**src/rtl/led_eff_pkg.sv**
```systemverilog
// shared types, codes and constants of the led effect controller
package led_eff_pkg;

  localparam int LED_COUNT_DEF = 8;

  // shared divider widths
  localparam int DVD_W = 24;
  localparam int DVS_W = 16;

  // request codes
  localparam logic [2:0] REQ_TICK    = 3'd0;
  localparam logic [2:0] REQ_OFF     = 3'd1;
  localparam logic [2:0] REQ_ON      = 3'd2;
  localparam logic [2:0] REQ_TOGGLE  = 3'd3;
  localparam logic [2:0] REQ_BLINK   = 3'd4;
  localparam logic [2:0] REQ_BREATHE = 3'd5;
  localparam logic [2:0] REQ_MARQUEE = 3'd6;

  // per led effect modes
  localparam logic [1:0] MODE_STATIC  = 2'd0;
  localparam logic [1:0] MODE_BLINK   = 2'd1;
  localparam logic [1:0] MODE_BREATHE = 2'd2;

  // configuration register indexes
  localparam logic [2:0] CFG_BLINK   = 3'd0;
  localparam logic [2:0] CFG_BREATHE = 3'd1;
  localparam logic [2:0] CFG_MARQUEE = 3'd2;
  localparam logic [2:0] CFG_FRAME   = 3'd3;
  localparam logic [2:0] CFG_MASK    = 3'd4;

  // configuration reset values
  localparam logic [15:0] BLINK_RST   = 16'd500;
  localparam logic [15:0] BREATHE_RST = 16'd2000;
  localparam logic [15:0] MARQUEE_RST = 16'd200;
  localparam logic [7:0]  FRAME_RST   = 8'd20;
  localparam logic [7:0]  MASK_RST    = 8'd0;

  // datapath operations
  typedef enum logic [3:0] {
    OP_NONE, OP_LOAD, OP_CMD, OP_DIV, OP_BREATHE, OP_CHECK, OP_FIRE_BLINK, OP_FIRE_HW,
    OP_FIRE_OFF, OP_ADVANCE, OP_SAVE_ON, OP_FIRE_ON, OP_NEXT, OP_MARQ_TICK, OP_READ, OP_POP
  } dp_op_t;

  // divider operand selection
  typedef enum logic [1:0] {DIV_STEPS, DIV_LEVEL, DIV_ON, DIV_OFF} div_sel_t;

  typedef struct packed {
    dp_op_t   op;
    div_sel_t sel;
  } dp_cmd_t;

  typedef struct packed {
    logic is_tick;
    logic is_breathe;
    logic fire;
    logic blink;
    logic hw;
    logic onph;
    logic walk_last;
    logic q_empty;
    logic div_done;
  } dp_stat_t;

  // one queued result
  typedef struct packed {
    logic [2:0] id;
    logic       lit;
    logic [6:0] level;
    logic       ann;
    logic [2:0] cause;
    logic       bad;
  } res_t;

endpackage

```
**src/rtl/led_effect_controller.sv**
```systemverilog
// top level of the led effect controller
//
// One request at a time: in_ready is high only while the block is idle. A command
// is taken in and decoded; a breathe command also waits for one division of the
// period by the frame length. A tick walks every LED timer in turn, waiting for
// one division on a fire that needs one (a hardware brightness frame or the end
// of a software PWM on phase) and for two on a software PWM frame start; all of
// these use the shared bit-serial divider. Results are then drained from a small
// queue, one per handshake while out_ready is high, since drive_mask reports the
// bits after the whole request.
module led_effect_controller
  import led_eff_pkg::*;
#(
  parameter int LED_COUNT = LED_COUNT_DEF
) (
  input  logic        clk,
  input  logic        rst,
  input  logic        in_valid,
  output logic        in_ready,
  input  logic [2:0]  req_type,
  input  logic [7:0]  led_index,
  input  logic [15:0] duration_ms,
  input  logic        cfg_we,
  input  logic [2:0]  cfg_index,
  input  logic [15:0] cfg_data,
  output logic        out_valid,
  input  logic        out_ready,
  output logic [2:0]  led_id,
  output logic        lit,
  output logic [6:0]  level_percent,
  output logic [7:0]  drive_mask,
  output logic        announced,
  output logic [2:0]  cause_code,
  output logic        status,
  output logic        last
);

  dp_cmd_t  cmd;
  dp_stat_t stat;
  res_t     res;
  logic     res_last;

  led_eff_ctrl u_ctrl (
    .clk       (clk),
    .rst       (rst),
    .in_valid  (in_valid),
    .in_ready  (in_ready),
    .out_valid (out_valid),
    .out_ready (out_ready),
    .res_last  (res_last),
    .stat      (stat),
    .cmd       (cmd)
  );

  led_eff_dp #(
    .LED_COUNT (LED_COUNT)
  ) u_dp (
    .clk         (clk),
    .rst         (rst),
    .cmd         (cmd),
    .stat        (stat),
    .req_type    (req_type),
    .led_index   (led_index),
    .duration_ms (duration_ms),
    .cfg_we      (cfg_we),
    .cfg_index   (cfg_index),
    .cfg_data    (cfg_data),
    .res         (res),
    .res_last    (res_last),
    .drive_mask  (drive_mask)
  );

  // result fields
  assign led_id        = res.id;
  assign lit           = res.lit;
  assign level_percent = res.level;
  assign announced     = res.ann;
  assign cause_code    = res.cause;
  assign status        = res.bad;
  assign last          = res_last;

endmodule

```
**src/rtl/led_eff_div.sv**
```systemverilog
// restoring divider, one quotient bit per cycle
module led_eff_div
  import led_eff_pkg::*;
(
  input  logic             clk,
  input  logic             rst,
  input  logic             start,
  input  logic [DVD_W-1:0] dividend,
  input  logic [DVS_W-1:0] divisor,
  output logic [DVD_W-1:0] quotient,
  output logic             done
);

  localparam int CNT_W = $clog2(DVD_W + 1);

  logic             busy;
  logic [CNT_W-1:0] cnt;
  logic [DVS_W-1:0] rem;
  logic [DVS_W-1:0] dvs;
  logic [DVS_W:0]   trial;
  logic [DVS_W:0]   diff;
  logic             ge;

  // one trial subtraction
  always_comb begin
    trial = {rem, quotient[DVD_W-1]};
    diff  = trial - {1'b0, dvs};
    ge    = trial >= {1'b0, dvs};
  end

  always_ff @(posedge clk) begin
    if (rst) begin
      busy <= 1'b0;
      done <= 1'b0;
      cnt  <= '0;
    end else begin
      done <= 1'b0;
      if (start) begin
        busy     <= 1'b1;
        cnt      <= CNT_W'(DVD_W);
        rem      <= '0;
        quotient <= dividend;
        dvs      <= divisor;
      end else if (busy) begin
        rem      <= ge ? diff[DVS_W-1:0] : trial[DVS_W-1:0];
        quotient <= {quotient[DVD_W-2:0], ge};
        cnt      <= cnt - 1'b1;
        if (cnt == CNT_W'(1)) begin
          busy <= 1'b0;
          done <= 1'b1;
        end
      end
    end
  end

endmodule

```
**src/rtl/led_eff_dp.sv**
```systemverilog
// datapath: led state, marquee state, configuration, divider and result queue
module led_eff_dp
  import led_eff_pkg::*;
#(
  parameter int LED_COUNT = LED_COUNT_DEF
) (
  input  logic        clk,
  input  logic        rst,
  input  dp_cmd_t     cmd,
  output dp_stat_t    stat,
  input  logic [2:0]  req_type,
  input  logic [7:0]  led_index,
  input  logic [15:0] duration_ms,
  input  logic        cfg_we,
  input  logic [2:0]  cfg_index,
  input  logic [15:0] cfg_data,
  output res_t        res,
  output logic        res_last,
  output logic [7:0]  drive_mask
);

  localparam int LIDX_W = (LED_COUNT > 1) ? $clog2(LED_COUNT) : 1;
  localparam int CNT_W  = $clog2(LED_COUNT + 1);

  function automatic logic [15:0] arm(input logic [15:0] p);
    return (p == 16'd0) ? 16'd1 : p;
  endfunction

  // configuration
  logic [15:0] blink_def, breathe_def, marquee_def;
  logic [7:0]  frame_cfg, hw_mask;

  always_ff @(posedge clk) begin
    if (rst) begin
      blink_def   <= BLINK_RST;
      breathe_def <= BREATHE_RST;
      marquee_def <= MARQUEE_RST;
      frame_cfg   <= FRAME_RST;
      hw_mask     <= MASK_RST;
    end else if (cfg_we) begin
      case (cfg_index)
        CFG_BLINK:   blink_def   <= cfg_data;
        CFG_BREATHE: breathe_def <= cfg_data;
        CFG_MARQUEE: marquee_def <= cfg_data;
        CFG_FRAME:   frame_cfg   <= cfg_data[7:0];
        CFG_MASK:    hw_mask     <= cfg_data[7:0];
        default: ;
      endcase
    end
  end

  // request and per led state
  logic [2:0]          req_q;
  logic [7:0]          idx_q;
  logic [15:0]         per_q;
  logic [LIDX_W-1:0]   sel;
  logic [1:0]          mode   [LED_COUNT];
  logic [15:0]         period [LED_COUNT];
  logic [15:0]         step   [LED_COUNT];
  logic [15:0]         total  [LED_COUNT];
  logic [15:0]         cd     [LED_COUNT];
  logic [LED_COUNT-1:0] mon, drive, rising, onph;
  logic                mq_active;
  logic [LIDX_W-1:0]   mq_pos;
  logic [15:0]         mq_period;
  logic [15:0]         mq_cd;
  logic                fire_q;
  logic [15:0]         on_q;
  logic [CNT_W-1:0]    wptr, rptr;

  // current led view
  logic [1:0]  cur_mode;
  logic [15:0] cur_step, cur_total, cur_cd, cur_period;
  logic        cur_mon, cur_drive, cur_rising, cur_onph;
  logic [7:0]  sel8;
  logic        idx_bad;
  logic [7:0]  frame;
  logic [15:0] steps, den, q16, lvl16;
  logic [6:0]  lvl;
  logic        t_on, t_off, mq_fire;
  logic [LIDX_W-1:0] mq_next, idx_l;
  logic [15:0] pe_marq, pe_blink, pe_breathe;
  logic [15:0] adv_step;
  logic        adv_rising;
  logic [DVD_W-1:0] div_dvd, div_q;
  logic [DVS_W-1:0] div_dvs;
  logic        div_done;
  logic        push;
  res_t        push_res;
  logic [LED_COUNT+7:0] drive_pad;

  always_comb begin
    cur_mode   = mode[sel];
    cur_step   = step[sel];
    cur_total  = total[sel];
    cur_cd     = cd[sel];
    cur_period = period[sel];
    cur_mon    = mon[sel];
    cur_drive  = drive[sel];
    cur_rising = rising[sel];
    cur_onph   = onph[sel];
    sel8       = 8'(sel);
    idx_l      = idx_q[LIDX_W-1:0];
    idx_bad    = 9'(idx_q) >= 9'(LED_COUNT);
    frame      = (frame_cfg == 8'd0) ? 8'd1 : frame_cfg;
    steps      = (cur_total == 16'd0) ? 16'd1 : cur_total;
    den        = (steps > 16'd1) ? steps - 16'd1 : 16'd1;
    q16        = div_q[15:0];
    lvl16      = (div_q > DVD_W'(100)) ? 16'd100 : q16;
    lvl        = lvl16[6:0];
    t_on       = !cur_mon && (req_q == REQ_ON || req_q == REQ_TOGGLE);
    t_off      = cur_mon && (req_q == REQ_OFF || req_q == REQ_TOGGLE);
    mq_fire    = mq_active && (mq_cd == 16'd1);
    mq_next    = (mq_pos == LIDX_W'(LED_COUNT - 1)) ? '0 : mq_pos + 1'b1;
    pe_marq    = (per_q != 16'd0) ? per_q : marquee_def;
    pe_blink   = (per_q != 16'd0) ? per_q : blink_def;
    pe_breathe = (per_q != 16'd0) ? per_q : breathe_def;
  end

  // ramp walk one step up or down
  always_comb begin
    adv_step   = cur_step;
    adv_rising = cur_rising;
    if (cur_rising) begin
      if (cur_step + 16'd1 >= cur_total || cur_step == 16'hFFFF) begin
        adv_step   = (cur_total != 16'd0) ? cur_total - 16'd1 : 16'd0;
        adv_rising = 1'b0;
      end else begin
        adv_step = cur_step + 16'd1;
      end
    end else if (cur_step == 16'd0) begin
      adv_rising = 1'b1;
    end else begin
      adv_step = cur_step - 16'd1;
    end
  end

  // divider operands
  always_comb begin
    case (cmd.sel)
      DIV_STEPS: begin
        div_dvd = DVD_W'(pe_breathe);
        div_dvs = DVS_W'(frame);
      end
      DIV_LEVEL: begin
        div_dvd = DVD_W'(cur_step) * DVD_W'(100);
        div_dvs = den;
      end
      DIV_ON: begin
        div_dvd = DVD_W'(cur_step) * DVD_W'(frame);
        div_dvs = steps;
      end
      default: begin
        div_dvd = DVD_W'(steps - cur_step) * DVD_W'(frame);
        div_dvs = steps;
      end
    endcase
  end

  led_eff_div u_div (
    .clk      (clk),
    .rst      (rst),
    .start    (cmd.op == OP_DIV),
    .dividend (div_dvd),
    .divisor  (div_dvs),
    .quotient (div_q),
    .done     (div_done)
  );

  // result produced by this operation
  always_comb begin
    push     = 1'b0;
    push_res = '0;
    push_res.id = sel8[2:0];
    case (cmd.op)
      OP_CMD: begin
        if (req_q == REQ_MARQUEE) begin
          push = 1'b1;
          push_res.id = 3'd0;
          push_res.lit = 1'b1;
          push_res.level = 7'd100;
          push_res.ann = 1'b1;
          push_res.cause = req_q;
        end else if (idx_bad) begin
          push = 1'b1;
          push_res.id = 3'd0;
          push_res.cause = req_q;
          push_res.bad = 1'b1;
        end else if (req_q == REQ_BLINK || t_off) begin
          push = 1'b1;
          push_res.ann = 1'b1;
          push_res.cause = req_q;
        end else if (t_on) begin
          push = 1'b1;
          push_res.lit = 1'b1;
          push_res.level = 7'd100;
          push_res.ann = 1'b1;
          push_res.cause = req_q;
        end
      end
      OP_BREATHE: begin
        push = 1'b1;
        push_res.ann = 1'b1;
        push_res.cause = req_q;
      end
      OP_FIRE_BLINK: begin
        push = 1'b1;
        push_res.lit = !cur_drive;
        push_res.level = cur_drive ? 7'd0 : 7'd100;
      end
      OP_FIRE_HW: begin
        push = 1'b1;
        push_res.lit = lvl != 7'd0;
        push_res.level = lvl;
      end
      OP_FIRE_OFF: push = 1'b1;
      OP_FIRE_ON: begin
        push = 1'b1;
        push_res.lit = (on_q != 16'd0) || cur_drive;
        push_res.level = push_res.lit ? 7'd100 : 7'd0;
      end
      OP_MARQ_TICK: begin
        push = mq_fire;
        push_res.id = 3'(8'(mq_next));
        push_res.lit = 1'b1;
        push_res.level = 7'd100;
      end
      default: ;
    endcase
  end

  // state updates
  always_ff @(posedge clk) begin
    if (rst) begin
      for (int i = 0; i < LED_COUNT; i++) begin
        mode[i]   <= MODE_STATIC;
        period[i] <= '0;
        step[i]   <= '0;
        total[i]  <= '0;
        cd[i]     <= '0;
      end
      mon       <= '0;
      drive     <= '0;
      rising    <= '0;
      onph      <= '0;
      mq_active <= 1'b0;
      mq_pos    <= '0;
      mq_period <= '0;
      mq_cd     <= '0;
      fire_q    <= 1'b0;
      wptr      <= '0;
      rptr      <= '0;
      sel       <= '0;
    end else begin
      if (push) wptr <= wptr + 1'b1;
      case (cmd.op)
        OP_LOAD: begin
          req_q <= req_type;
          idx_q <= led_index;
          per_q <= duration_ms;
          sel   <= (req_type == REQ_TICK) ? '0 : led_index[LIDX_W-1:0];
          wptr  <= '0;
          rptr  <= '0;
        end
        OP_CMD: begin
          if (req_q == REQ_MARQUEE) begin
            for (int i = 0; i < LED_COUNT; i++) begin
              mode[i] <= MODE_STATIC;
              cd[i]   <= '0;
            end
            mon       <= '0;
            drive     <= LED_COUNT'(1);
            mq_period <= pe_marq;
            mq_pos    <= '0;
            mq_active <= 1'b1;
            mq_cd     <= arm(pe_marq);
          end else if (!idx_bad) begin
            // stop a running marquee, drop the led's effect
            if (mq_active) begin
              mq_active      <= 1'b0;
              mq_cd          <= '0;
              drive[mq_pos]  <= 1'b0;
            end
            mode[idx_l] <= MODE_STATIC;
            cd[idx_l]   <= '0;
            if (req_q == REQ_BLINK) begin
              mode[idx_l]   <= MODE_BLINK;
              period[idx_l] <= pe_blink;
              drive[idx_l]  <= 1'b0;
              mon[idx_l]    <= 1'b0;
              cd[idx_l]     <= arm(pe_blink);
            end else if (t_on) begin
              mon[idx_l]   <= 1'b1;
              drive[idx_l] <= 1'b1;
            end else if (t_off) begin
              mon[idx_l]   <= 1'b0;
              drive[idx_l] <= 1'b0;
            end
          end
        end
        OP_BREATHE: begin
          if (mq_active) begin
            mq_active     <= 1'b0;
            mq_cd         <= '0;
            drive[mq_pos] <= 1'b0;
          end
          mode[idx_l]   <= MODE_BREATHE;
          period[idx_l] <= pe_breathe;
          step[idx_l]   <= '0;
          total[idx_l]  <= (div_q < DVD_W'(2)) ? 16'd2 : q16;
          rising[idx_l] <= 1'b1;
          onph[idx_l]   <= 1'b0;
          drive[idx_l]  <= 1'b0;
          mon[idx_l]    <= 1'b0;
          cd[idx_l]     <= 16'(frame);
        end
        OP_CHECK: begin
          fire_q <= 1'b0;
          if (cur_mode != MODE_STATIC && cur_cd != 16'd0) begin
            cd[sel] <= cur_cd - 16'd1;
            fire_q  <= cur_cd == 16'd1;
          end
        end
        OP_FIRE_BLINK: begin
          drive[sel] <= !cur_drive;
          cd[sel]    <= arm(cur_period);
        end
        OP_FIRE_HW: begin
          drive[sel]  <= lvl != 7'd0;
          step[sel]   <= adv_step;
          rising[sel] <= adv_rising;
          cd[sel]     <= 16'(frame);
        end
        OP_FIRE_OFF: begin
          drive[sel] <= 1'b0;
          onph[sel]  <= 1'b0;
          cd[sel]    <= arm(q16);
        end
        OP_ADVANCE: begin
          step[sel]   <= adv_step;
          rising[sel] <= adv_rising;
        end
        OP_SAVE_ON: on_q <= q16;
        OP_FIRE_ON: begin
          if (on_q != 16'd0) begin
            drive[sel] <= 1'b1;
            onph[sel]  <= 1'b1;
            cd[sel]    <= arm(on_q);
          end else begin
            cd[sel] <= (q16 != 16'd0) ? q16 : 16'(frame);
          end
        end
        OP_NEXT: sel <= sel + 1'b1;
        OP_MARQ_TICK: begin
          if (mq_active && mq_cd != 16'd0) begin
            mq_cd <= mq_cd - 16'd1;
            if (mq_fire) begin
              drive[mq_pos]  <= 1'b0;
              drive[mq_next] <= 1'b1;
              mq_pos         <= mq_next;
              mq_cd          <= arm(mq_period);
            end
          end
        end
        OP_POP: rptr <= rptr + 1'b1;
        default: ;
      endcase
    end
  end

  // result queue
  res_t qmem [LED_COUNT];

  always_ff @(posedge clk) begin
    if (push) qmem[wptr[LIDX_W-1:0]] <= push_res;
    if (cmd.op == OP_READ) begin
      res      <= qmem[rptr[LIDX_W-1:0]];
      res_last <= (rptr + 1'b1) == wptr;
    end
  end

  // status and drive bits
  always_comb begin
    drive_pad  = {8'd0, drive};
    drive_mask = drive_pad[7:0];
    stat.is_tick    = req_q == REQ_TICK;
    stat.is_breathe = (req_q == REQ_BREATHE) && !idx_bad;
    stat.fire       = fire_q;
    stat.blink      = cur_mode == MODE_BLINK;
    stat.hw         = (sel8 < 8'd8) && hw_mask[sel8[2:0]];
    stat.onph       = cur_onph;
    stat.walk_last  = sel == LIDX_W'(LED_COUNT - 1);
    stat.q_empty    = rptr == wptr;
    stat.div_done   = div_done;
  end

endmodule

```
**src/rtl/led_eff_ctrl.sv**
```systemverilog
// controller: sequences one request through the datapath and drains its results
module led_eff_ctrl
  import led_eff_pkg::*;
(
  input  logic     clk,
  input  logic     rst,
  input  logic     in_valid,
  output logic     in_ready,
  output logic     out_valid,
  input  logic     out_ready,
  input  logic     res_last,
  input  dp_stat_t stat,
  output dp_cmd_t  cmd
);

  typedef enum logic [13:0] {
    S_IDLE   = 14'b00000000000001,
    S_DECODE = 14'b00000000000010,
    S_BRW    = 14'b00000000000100,
    S_CHECK  = 14'b00000000001000,
    S_FIRE   = 14'b00000000010000,
    S_HWW    = 14'b00000000100000,
    S_OFFW   = 14'b00000001000000,
    S_DON    = 14'b00000010000000,
    S_ONW    = 14'b00000100000000,
    S_DOFF   = 14'b00001000000000,
    S_OFF2W  = 14'b00010000000000,
    S_NEXT   = 14'b00100000000000,
    S_RD     = 14'b01000000000000,
    S_OUT    = 14'b10000000000000
  } state_t;

  state_t state, state_next;

  always_ff @(posedge clk) begin
    if (rst) begin
      state <= S_IDLE;
    end else begin
      state <= state_next;
    end
  end

  assign in_ready  = state == S_IDLE;
  assign out_valid = state == S_OUT;

  // next state and datapath command
  always_comb begin
    state_next = state;
    cmd.op     = OP_NONE;
    cmd.sel    = DIV_STEPS;
    case (state)
      S_IDLE: begin
        if (in_valid) begin
          cmd.op     = OP_LOAD;
          state_next = S_DECODE;
        end
      end
      S_DECODE: begin
        if (stat.is_tick) begin
          state_next = S_CHECK;
        end else if (stat.is_breathe) begin
          cmd.op     = OP_DIV;
          cmd.sel    = DIV_STEPS;
          state_next = S_BRW;
        end else begin
          cmd.op     = OP_CMD;
          state_next = S_RD;
        end
      end
      S_BRW: begin
        if (stat.div_done) begin
          cmd.op     = OP_BREATHE;
          state_next = S_RD;
        end
      end
      S_CHECK: begin
        cmd.op     = OP_CHECK;
        state_next = S_FIRE;
      end
      S_FIRE: begin
        if (!stat.fire) begin
          state_next = S_NEXT;
        end else if (stat.blink) begin
          cmd.op     = OP_FIRE_BLINK;
          state_next = S_NEXT;
        end else if (stat.hw) begin
          cmd.op     = OP_DIV;
          cmd.sel    = DIV_LEVEL;
          state_next = S_HWW;
        end else if (stat.onph) begin
          cmd.op     = OP_DIV;
          cmd.sel    = DIV_OFF;
          state_next = S_OFFW;
        end else begin
          cmd.op     = OP_ADVANCE;
          state_next = S_DON;
        end
      end
      S_HWW: begin
        if (stat.div_done) begin
          cmd.op     = OP_FIRE_HW;
          state_next = S_NEXT;
        end
      end
      S_OFFW: begin
        if (stat.div_done) begin
          cmd.op     = OP_FIRE_OFF;
          state_next = S_NEXT;
        end
      end
      S_DON: begin
        cmd.op     = OP_DIV;
        cmd.sel    = DIV_ON;
        state_next = S_ONW;
      end
      S_ONW: begin
        if (stat.div_done) begin
          cmd.op     = OP_SAVE_ON;
          state_next = S_DOFF;
        end
      end
      S_DOFF: begin
        cmd.op     = OP_DIV;
        cmd.sel    = DIV_OFF;
        state_next = S_OFF2W;
      end
      S_OFF2W: begin
        if (stat.div_done) begin
          cmd.op     = OP_FIRE_ON;
          state_next = S_NEXT;
        end
      end
      S_NEXT: begin
        if (stat.walk_last) begin
          cmd.op     = OP_MARQ_TICK;
          state_next = S_RD;
        end else begin
          cmd.op     = OP_NEXT;
          state_next = S_CHECK;
        end
      end
      S_RD: begin
        if (stat.q_empty) begin
          state_next = S_IDLE;
        end else begin
          cmd.op     = OP_READ;
          state_next = S_OUT;
        end
      end
      S_OUT: begin
        if (out_ready) begin
          cmd.op     = OP_POP;
          state_next = res_last ? S_IDLE : S_RD;
        end
      end
      default: state_next = S_IDLE;
    endcase
  end

endmodule
```
**config.mk**
```make
export PLATFORM = sky130hd
export DESIGN_NAME = led_effect_controller
export DESIGN_NICKNAME = d
export VERILOG_FILES = /design/src/rtl/led_eff_pkg.sv /design/src/rtl/led_effect_controller.sv /design/src/rtl/led_eff_div.sv /design/src/rtl/led_eff_dp.sv /design/src/rtl/led_eff_ctrl.sv
export SDC_FILE = /design/constraint.sdc
export NUM_CORES = 2
export LEC_CHECK = 0
export BUFFER_PORTS_ARGS = -buffer_cell sky130_fd_sc_hd__buf_2
export CAP_MARGIN = 20
export CORE_AREA = 5 5 514 262
export DETAILED_ROUTE_END_ITERATION = 10
export DIE_AREA = 0 0 519 267
export REMOVE_ABC_BUFFERS = 1
export SYNTH_ARGS = -nofsm -noshare
export SYNTH_HDL_FRONTEND = slang
export SYNTH_SLANG_ARGS = --single-unit
```
**constraint.sdc**
```tcl
create_clock -name clk -period 9.3 [get_ports clk]
set_input_delay 1.395 -clock clk [delete_from_list [all_inputs] [get_ports clk]]
set_output_delay 1.395 -clock clk [all_outputs]
set_load 0.05 [all_outputs]
```
==> flow_summary.json <==
{
  "synth_ff_type": "edfxtp_1",
  "fmaxAchievable_mhz": 109,
  "endpoint_kind": "register",
  "die-height_um": 267,
  "drv_slew": 0,
  "drt_drc_violations_left": 0,
  "boundaryPins": 78,
  "worstHoldStart": "u_dp.hw_mask[2]$_SDFFE_PP0P_",
  "drtPass1Iterations": 8,
  "final.setup_skew_ns": 0.0642,
  "hold_class": "reg -> reg",
  "crit_fanout": 6,
  "min_to": "u_dp.hw_mask[2]$_SDFFE_PP0P_",
  "final_period_minus_worst_setup_slack_ns": 9.19,
  "fillerInstances": 11800,
  "globalRouteOverflowTotal": 0,
  "netlist_instances": 5474,
  "globalplace.congestion": 0.986,
  "detailroute.via_count": 45400,
  "initial_utilization_pct": 44.6,
  "status": "completed",
  "p_per_area_nw_per_um2": 206,
  "first_iter_violations": 6895,
  "cp_data_required_time_ns": 9.82,
  "critical_path_source_type": "register",
  "ys_async_sr_fraction_pct": 0,
  "multiInputGateArea_um2": 29200,
  "cellLeakagePower_uw": 0.0249,
  "syn_avg_cell_area_um2": 10.6,
  "max_cap_viol_count": 0,
  "register_area_um2": 26600,
  "numPlacedInstances": 7196,
  "worst-r2r-setup-slack_ns": 0.11,
  "number_of_enable_type_register_cells_in_the_synthesized_netlist": 772,
  "worstPathArrival_ns": 9.71,
  "grt_setup_unrepaired": "true",
  "worstSetupPathType": "reg -> reg",
  "clock_path_buffers": 3,
  "cts_made_buffers": 85,
  "cp_top_family": "compound AO/OA/AOI/OAI gates",
  "global_route_wire_length_before_repair_um": 296000,
  "area_delta_synth_final_pct": 11.2,
  "critPathBufInv": 3,
  "synth-seq-cells": 940,
  "proportion_of_layout_cells_with_a_drive_suffix_above_1_pct": 14.4,
  "hpwlAfterDp_um": 149000,
  "placementRows": 94,
  "port_buffers": 77,
  "ir_drop_mv": 0.209,
  "initial_antenna_violation_count": 5,
  "clock-root-buffer": "clkbuf_16",
  "synth_cell_types": 106,
  "slew-limit-headroom_pct": 12.5,
  "cts_tree": "built",
  "antenna_violating_nets_post_route": 0,
  "mappedNetlistArea_um2": 58000,
  "synth.yosys.seq_area_share_pct": 45.7,
  "detailed_route_wire_length_per_cell_um": 27.7,
  "worst_hold_slack_ns": 0.457,
  "worstHoldPathCells": 2,
  "worst_pin_slew_ns": 1.31,
  "die-area_um2": 139000,
  "grt_max_degree": 102,
  "post_cts_hold_buffer_count": 0,
  "cts.sink_count": 940,
  "chip_width_um": 519,
  "detail_route.vias_per_cell": 6.16,
  "critPathMostFrequentCell": "fa_1",
  "cts.reportedPaths.clkPinSlew_ns": 0.07,
  "post-route-period-util_pct": 98.8,
  "core-area_um2": 130000,
  "design.final.nets": 6035,
  "htree_levels": 3,
  "grt_pass1_vias": 42300,
  "drt-total-wl_um": 204000,
  "layout.cells.non_filler": 7377,
  "insertion_delay_ns": 0.71,
  "final_setup_vio_count": 0,
  "finalHoldViolCount": 0,
  "crit-reg2reg-capture": "u_dp.u_div.quotient[23]$_DFFE_PP_",
  "grt_use_total_pct": 28.9,
  "crit_path_top_delay_cell": "fa_1",
  "yosys_warnings": 0,
  "critPathMaxStageDelay_ns": 0.61,
  "r2r.worst_path.cells": 34
}
==> worst max-delay path by stage <==
| stage | slack, ns | cells past startpoint | startpoint | end |
|---|---|---|---|---|
| global route | -0.19 | 38 | register | u_dp.u_div.quotient[23]$_DFFE_PP_ |
| detailed placement | -0.20 | 38 | register | u_dp.u_div.quotient[23]$_DFFE_PP_ |
| global placement | 0.02 | 38 | register | u_dp.u_div.quotient[23]$_DFFE_PP_ |
| floorplan | -4.63 | 35 | register | u_dp.u_div.quotient[23]$_DFFE_PP_ |
| CTS | 0.002 | 38 | register | u_dp.u_div.quotient[23]$_DFFE_PP_ |
| finish | 0.11 | 34 | register | u_dp.u_div.quotient[23]$_DFFE_PP_ |
==> metrics by stage <==
stage / setup WS [ns] / setup TNS (ns) / cell area, um^2 / power, uW / util [%]
after floorplan: -4.63 / -151.67 / 56700 / 7550 / -
after global placement: 0.0158 / 0 / 61200 / 9190 / 47.0
after detailed placement: -0.200 / -0.200 / 61200 / 9240 / 47.0
after CTS: 0.00185 / 0 / 64100 / 12900 / 49.3
after global routing: -0.192 / -0.240 / 64500 / 13900 / 49.6
final: 0.110 / 0 / 64500 / 13300 / 49.6
==> registers in the layout, summed over array words and instances (netlist names), 24 cells and up, named ones only <==
register and flops:
u_dp.step 128, u_dp.total 128, u_dp.period 128, u_dp.u_div.quotient 24, u_dp.qmem 128, u_dp.cd 128
==> routing by layer <==
layer,share of wire (%),up-vias,GRT usage (%)
met1,46,22500,46.0
li1,-,19800,-
met4,1.3,4,4.05
met3,18,216,16.0
met5,0.11,-,1.05
met2,34,3001,33.3
==> cells by family (layout without fill, tap and decap cells) <==
family / after synthesis / in the layout / synth area share (%)
xor+xnor: 147 / 147 / 2.22
buf+inv: 668 / 839 / 4.62
mux: 297 / 297 / 8.83
other cells: 0 / 4 / 0
fa+ha+maj: 409 / 409 / 11.4
simple gates: 2053 / 2053 / 16.8
compound gates: 960 / 960 / 10.4
flops: 940 / 940 / 45.7
==> placed cells by master (no fill, tap or decap), drive strengths merged, types with 164 or more instances in the layout <==
master,count
ha,207
nand2,551
dfxtp,168
nor2,720
inv,349
a21oi,345
edfxtp,772
fa,201
buf,330
o21ai,220
mux4,164
==> layout make-up <==
cell class / count / area share, %
Antenna cell: 4 / 0.0155
Clock buffer: 107 / 3.50
Multi-Input combinational cell: 3866 / 45.3
Clock inverter: 49 / 0.853
Sequential cell: 940 / 41.2
Tap cell: 1728 / 3.35
Inverter: 351 / 2.04
Timing Repair Buffer: 332 / 3.78
==> synth_stat cells, types with 64 or more instances <==
cell type  count  area, um^2
and2_1       153         957
nor2_1       720        2700
nand2_1      551        2070
nor3_1        88         440
mux4_2       164        3690
clkbuf_1     238         893
edfxtp_1     772       23200
inv_1        344        1290
dfxtp_1      168        3360
xnor2_1      100         876
mux2i_1       94         941
o21ai_0      203        1020
fa_1         201        4020
nand3_1       73         365
and3_1       138         863
ha_1         207        2590
a211oi_1      64         480
a21oi_1      343        1720
==> power breakdown <==
group	leakage, uW	switching (uW)	internal (uW)
clock network	0.00136	1710	1950
logic	0.0144	2810	2100
registers	0.00911	62.1	4630
total	0.0249	4580	8680
==> worst register-to-register path, delay by kind of cell, from the launching register on <==
family / cells / cell delay, ns
AOI/OAI and AO/OA: 14 / 2.93
adders and majority gates: 7 / 2.81
and+or+nand+nor: 8 / 1.74
muxes: 2 / 0.81
DFF: 1 / 0.41
buffers and inverters: 3 / 0.31
==> what timing repair did <==
action	4_1_cts	5_1_grt
resized for setup	12	42
setup buffers	3	10
pin swaps	5	38
cloned	0	1
setup endpoints to repair	2	5
endpoints found under the hold margin	0	0
Power figures use the tool's default switching activity.
